`src/hdl/msbr_pkg.sv`:
```
// Shared types and constants for the MSB-first bit field reader.
// Depends on nothing; every other file imports it.
`default_nettype none

package msbr_pkg;

  // Default sizes; the top level hands them down as parameters.
  localparam int BUF_BYTES_DEF      = 4096;
  localparam int MAX_FIELD_BITS_DEF = 31;

  // Largest cursor value, and the byte span that a 12-bit load address reaches.
  localparam int CURSOR_MAX = 32767;
  localparam int ADDR_SPAN  = 4096;

  // Request modes.
  localparam logic [2:0] MODE_LOAD  = 3'd0;
  localparam logic [2:0] MODE_SETPOS = 3'd1;
  localparam logic [2:0] MODE_UBITS = 3'd2;
  localparam logic [2:0] MODE_SBITS = 3'd3;
  localparam logic [2:0] MODE_UI8   = 3'd4;
  localparam logic [2:0] MODE_UI16  = 3'd5;
  localparam logic [2:0] MODE_SI16  = 3'd6;

  // Eight consecutive bytes, lowest address in the top byte.
  typedef logic [63:0] msbr_window_t;

  // What the extraction stage needs to know about the request in flight.
  typedef struct packed {
    logic [2:0] mode;
    logic [4:0] cnt;  // saturated field length for the bit modes
    logic [4:0] off;  // bit offset of the field inside the window
    logic       oor;  // read refused
  } msbr_req_t;

endpackage

`default_nettype wire

```
`src/hdl/msbr_extract.sv`:
```
// Field extraction of the bit field reader: shifts the byte window and formats
// the result. Depends on msbr_pkg.
`default_nettype none

module msbr_extract
  import msbr_pkg::*;
(
  input  msbr_window_t       window,
  input  msbr_req_t          req,
  output logic signed [31:0] value
);

  msbr_window_t       shifted;
  logic [31:0]        top;
  logic [5:0]         sh;
  logic [31:0]        ubits;
  logic signed [31:0] sbits;

  assign shifted = window << req.off;
  assign top     = shifted[63:32];
  assign sh      = 6'd32 - {1'b0, req.cnt};
  assign ubits   = top >> sh;
  assign sbits   = (req.cnt == 5'd0) ? 32'sd0 : ($signed(top) >>> sh);

  always_comb begin
    value = '0;
    if (!req.oor) begin
      case (req.mode)
        MODE_UBITS: value = $signed(ubits);
        MODE_SBITS: value = sbits;
        MODE_UI8:   value = $signed({24'd0, top[31:24]});
        MODE_UI16:  value = $signed({16'd0, top[23:16], top[31:24]});
        MODE_SI16:  value = $signed({{16{top[23]}}, top[23:16], top[31:24]});
        default:    value = '0;
      endcase
    end
  end

endmodule

`default_nettype wire

```
`config.mk`:
```
export PLATFORM = sky130hd
export DESIGN_NAME = msbr_extract
export DESIGN_NICKNAME = d
export VERILOG_FILES = /design/src/hdl/msbr_pkg.sv /design/src/hdl/msbr_extract.sv
export SDC_FILE = /design/constraint.sdc
export NUM_CORES = 1
export LEC_CHECK = 0
export BUFFER_PORTS_ARGS = -buffer_cell sky130_fd_sc_hd__buf_4
export CAP_MARGIN = 20
export CORE_ASPECT_RATIO = 2
export CORE_MARGIN = 10
export CORE_UTILIZATION = 50
export DETAILED_ROUTE_END_ITERATION = 6
export MAX_ROUTING_LAYER = met4
export PLACE_DENSITY = 0.77
export SLEW_MARGIN = 20
export SYNTH_ARGS = -nofsm -noshare
export SYNTH_HDL_FRONTEND = slang
export SYNTH_SLANG_ARGS = --single-unit
```
`constraint.sdc`:
```
create_clock -name vclk -period 5.6
set_input_delay 0.84 -clock vclk [all_inputs]
set_output_delay 0.84 -clock vclk [all_outputs]
set_load 0.005 [all_outputs]
```
==> results of run 1 <==
## synth_stat cells (14+ instances only)
library cell	count
o22ai_1	61
nor2_1	88
nand3_1	15
mux2i_1	86
o21ai_0	33
clkbuf_1	50
mux2_2	52
nand2_1	71
o32ai_1	14
mux4_2	66
nor3_1	42
a31oi_1	16
a22oi_1	14
buf_2	15
a21oi_1	44
## report_power, final
part / internal [W] / switching [W]
logic: 0.000446 / 0.000684
registers: 0 / 0
clock network: 0 / 0
total: 0.000446 / 0.000684
## what timing repair did
action,CTS,global route
endpoints found under the hold margin,0,0
gates resized for setup,0,11
endpoints found under the setup margin,0,10
buffers inserted,0,2
hold buffers,0,0
## worst min-delay path, cell delays in order
cell and delay [ns]:
buf_4 0.14, nand3_1 0.16, a31oi_1 0.11, buf_4 0.15
## stage by stage
| stage | instance area [µm²] | worst slack, ns | util, % | std cells | hold WS, ns |
|---|---|---|---|---|---|
| floorplan | 6848 | 0.6114 | - | 884 | 1.888 |
| global placement | 8064 | 0.1880 | 60.01 | 1141 | 2.254 |
| detailed placement | 8064 | 0.1742 | 60.01 | 1141 | 2.241 |
| CTS | 8064 | 0.1672 | 60.01 | 1141 | 2.241 |
| global route | 8120 | 0.001962 | 60.43 | 1143 | 2.280 |
| finish | 8120 | 0.09770 | 60.43 | 1143 | 2.239 |
## final timing paths
check / startpoint / to / slack, ns / cells past startpoint
max: req[2] / value[10] / 0.1 / 12
min: req[13] / value[26] / 2.24 / 4
## area by class of cell
type                       count  area [µm²]
tap                          155       193.9
fill                        1278        5318
timing repair buffer         187        1420
inverter                      12       45.04
multi-input combinational    789        6461
## kinds of logic (layout without fill, tap and decap cells)
| group | after synthesis | in the layout | share of synthesized area, % |
|---|---|---|---|
| AO/OA/AOI/OAI | 290 | 290 | 29.03 |
| AND/OR/NAND/NOR | 285 | 285 | 19.64 |
| buffers and inverters | 95 | 199 | 6.797 |
| adder cells (fa/ha/maj) | 2 | 2 | 0.3654 |
| multiplexers | 208 | 208 | 43.65 |
| XOR/XNOR | 4 | 4 | 0.5117 |
## per-layer routing
metal | vias to the layer above | global-route usage, %
met2 | 743 | 68.19
met3 | 272 | 8.692
met5 | - | -
met4 | 0 | 32.51
met1 | 4255 | 37.69
li1 | 3795 | -
==> results by group, run 1 <==
Status
  – Status: complete, no violations

Setup path
  – Type of the worst setup path: primary input to primary output
  – Critical path startpoint category: primary input
  – Worst path top cell family by delay: multiplexers
  – CP arrival: 4.66 ns
  – Crit path capture type: primary output
  – CP bufs+invs: 3
  – Slowest CP cell: mux4_2
  – Crit path largest cell delay: 0.55 ns
  – Required @ worst endpoint: 4.76 ns
  – Cells along the critical path: buf_4, buf_4, mux2i_1, mux4_2, o221ai_2, nor2_1, mux2_2, o21a_1, a2bb2oi_1, or3_1, a31oi_2, buf_4
  – Crit-path most repeated cell: buf_4
  – Max Fanout on Critical Path: 27

Logic synthesis
  – Cell taking the most area after synthesis: mux4_2
  – Sequential fraction of the synthesis area: 0%
  – YS warnings: 0
  – Synthesized instance count: 884
  – Mean Syn Cell Area: 7.746 µm²
  – Area contributors post-synth: mux4_2 22%, mux2i_1 13%, mux2_2 8.6%
  – Cell area after synthesis: 6848 µm²
  – Syn Nets: 964
  – Synth cell types: 72
  – Area share of the largest cell type after synthesis: 21.71%

Floorplan
  – Die Width: 102.8 µm
  – Row Count: 60
  – I/O Pins: 110
  – CORE AREA: 13440 µm²
  – Die Y: 185.5 µm
  – Die area: 19060 µm²
  – Initial Utilization: 50.96%

Job
  – MaxCap Viol Count: 0

Global route
  – Initial antenna violation count: 0
  – Gr usage total: 40.15%
  – Largest net degree at the start of global routing: 44
  – Vias in the first global route: 8964
  – Grt ovf: 0
  – First-pass GRT wire length: 55.88 mm

Finish
  – Area grow syn2layout: 18.58%
  – Antenna cells: 0
  – Seq. cell area: 0 µm²
  – Most frequent cells in the layout: 185 x buf_4, 87 x nor2_1, 84 x mux2i_1
  – Seq_cells: 0
  – Nets: 1070
  – Most common cell after layout, fill and taps aside: buf_4
  – Layout cells sized above 1: 33.70%
  – Clock buffer count: 0

Route
  – Top routing layer used: met4
  – First-pass DRT Iterations: 6
  – First DRT Iteration DRCs: 838
  – Metal-1 WL: 10.97 mm
  – Via density: 7.931
  – Routed WL: 37.79 mm
  – Drt wl/cell: 33.06 µm
  – Via count: 9065
  – Post-route ant nets: 0
  – DRC viols: 0
  – WL met3: 3.689 mm
  – Met2 wire length: 18.84 mm

Timing
  – Total Neg Setup Slack: 0 ns
  – Final hold viol count: 0
  – Period minus WS final: 5.502 ns
  – Number of setup violations in the final report: 0
  – Max Clk Rate: 181.7 MHz
  – Slew Limit Fails: 0
  – Worst-Margin Slew: 0.8676 ns
  – Fin crit share: 98.26%
  – RSZ-0062 raised after global routing: false
  – Max transition margin: 41.55%

Pwr
  – Worst vdd ir: 0.07682 mV
  – Pwr Total: 0.001130 W
  – LEAKAGE: 3.156 nW
  – Pwr Density: 139.1 nW/µm²

Place
  – Dpl hpwl: 29.44 mm
  – Placer Congestion: 1.123
  – IO buf count: 109

Hold path
  – HP Class: primary input to primary output
(Power assumes the default switching activity.)
==> run 2, diff against run 1 <==
==> constraint.sdc (replaced) <==
create_clock -name vclk -period 5.6
set_input_delay 0.84 -clock vclk [all_inputs]
set_output_delay 0.84 -clock vclk [all_outputs]
set_load 0.02 [all_outputs]
==> results by group, run 2 (synthesis results as in run 1) <==
Route
  – First-pass DRT Iterations: 5 (was 6)
  – Drt wl/cell: 32.56 µm (was 33.06 µm)
  – DRC viols: 0 (unchanged)
  – Via count: 8971 (was 9065)
  – Post-route ant nets: 0 (unchanged)
  – First DRT Iteration DRCs: 854 (was 838)
  – Via density: 7.862 (was 7.931)
  – Routed WL: 37.15 mm (was 37.79 mm)

Finish
  – Most common cell after layout, fill and taps aside: buf_4 (unchanged)
  – Post-route insts no fill: 1141 (was 1143)
  – Nets: 1067 (was 1070)
  – Seq_cells: 0 (unchanged)
  – Final core utilization: 60.09% (was 60.43%)
  – Layout cells sized above 1: 32.69% (was 33.70%)
  – Most frequent cells in the layout: 181 x buf_4, 88 x nor2_1, 86 x mux2i_1 (was 185 x buf_4, 87 x nor2_1, 84 x mux2i_1)
  – Clock buffer count: 0 (unchanged)
  – Area grow syn2layout: 17.92% (was 18.58%)
  – Number of fill cells: 1268 (was 1278)
  – Seq. cell area: 0 µm² (unchanged)

Global route
  – First-pass GRT wire length: 54.72 mm (was 55.88 mm)
  – Gr usage total: 39.22% (was 40.15%)
  – Vias in the first global route: 8778 (was 8964)
  – Initial antenna violation count: 1 (was 0)
  – Largest net degree at the start of global routing: 44 (unchanged)
  – Grt ovf: 0 (unchanged)

Floorplan
  – Die Width: 102.8 µm (unchanged)
  – Row Count: 60 (unchanged)
  – Die area: 19060 µm² (unchanged)
  – Initial Utilization: 50.96% (unchanged)
  – I/O Pins: 110 (unchanged)
  – CORE AREA: 13440 µm² (unchanged)
  – Die Y: 185.5 µm (unchanged)

Timing
  – Worst-Margin Slew: 1.044 ns (was 0.8676 ns)
  – Final hold viol count: 0 (unchanged)
  – Max transition margin: 30.24% (was 41.55%)
  – Total Neg Setup Slack: 0 ns (unchanged)
  – Fin crit share: 98.09% (was 98.26%)
  – Post-route setup slack: 0.1068 ns (was 0.09770 ns)
  – Slew Limit Fails: 0 (unchanged)
  – Max Clk Rate: 182.0 MHz (was 181.7 MHz)
  – Period minus WS final: 5.493 ns (was 5.502 ns)
  – RSZ-0062 raised after global routing: false (unchanged)
  – Number of setup violations in the final report: 0 (unchanged)

Setup path
  – Crit path capture type: primary output (unchanged)
  – Critical Path End: value[8] (was value[10])
  – Type of the worst setup path: primary input to primary output (unchanged)
  – Critical path startpoint category: primary input (unchanged)
  – Max Fanout on Critical Path: 29 (was 27)
  – CP arrival: 4.65 ns (was 4.66 ns)
  – Crit path launch: req[2] (unchanged)
  – Required @ worst endpoint: 4.76 ns (about the same)

Job
  – MaxCap Viol Count: 0 (unchanged)

Hold path
  – HP Class: primary input to primary output (unchanged)
  – Worst hold path depth: 6 (was 4)

Place
  – Placer Congestion: 1.143 (was 1.123)
  – IO buf count: 109 (unchanged)
  – Cell total after placement: 1140 (was 1141)
  – Post-Place Setup Slack: 0.2891 ns (was 0.1742 ns)
  – Dpl hpwl: 28.47 mm (was 29.44 mm)

Clock network
  – Setup bufs post-CTS: 0 (unchanged)

Status
  – Status: complete, no violations (unchanged)
## run 2: cell types whose count changed in the layout (fill, tap and decap cells not counted), moves of 2 or more
cell,delta
mux2i_2,-2
a31oi_2,-2
mux2i_1,+2
a2111oi_1,-2
buf_4,-4
a2111oi_0,+2
a31oi_1,+2
## run 2: cell type report
cell class / count / area (µm²) / share of cell area, %
antenna: 1 / 2.502 / 0.03099
inverter: 12 / 45.04 / 0.5578
multi-input combinational: 789 / 6424 / 79.55
tap: 155 / 193.9 / 2.402
timing repair buffer: 184 / 1410 / 17.46
## run 2: worst min path at each step
stage / slack [ns] / endpoint / start
floorplan: 1.97 / value[2] / req[0]
global placement: 2.31 / value[19] / req[0]
detailed placement: 2.32 / value[19] / req[0]
CTS: 2.32 / value[19] / req[0]
global route: 2.34 / value[19] / req[0]
finish: 2.33 / value[19] / req[0]
## run 2: per-layer routing
metal,vias to the layer above,GRT usage (%),share of wire (%)
li1,3796,-,-
met1,4146,37.25,29
met2,769,64.49,48
met3,260,8.952,11
met4,0,34.58,12
met5,-,-,0
## run 2: worst max-delay path: stages
cell,delay [ns]
buf_4,0.40
buf_4,0.22
mux2_2,0.34
mux4_2,0.52
a2bb2o_2,0.29
or3_1,0.42
mux2_2,0.30
mux2i_1,0.17
mux2i_1,0.29
or3_1,0.42
a32o_1,0.27
buf_4,0.16
## run 2: repair_timing
item,in CTS,in global routing
endpoints found under the setup margin,0,2
hold buffers,0,0
resized for setup,0,2
## run 2: per-stage QoR
stage	instance area [µm²]	hold slack, ns
global placement	8069	2.310
floorplan	6848	1.973
finish	8075	2.329
detailed placement	8069	2.317
global route	8075	2.342
CTS	8069	2.316
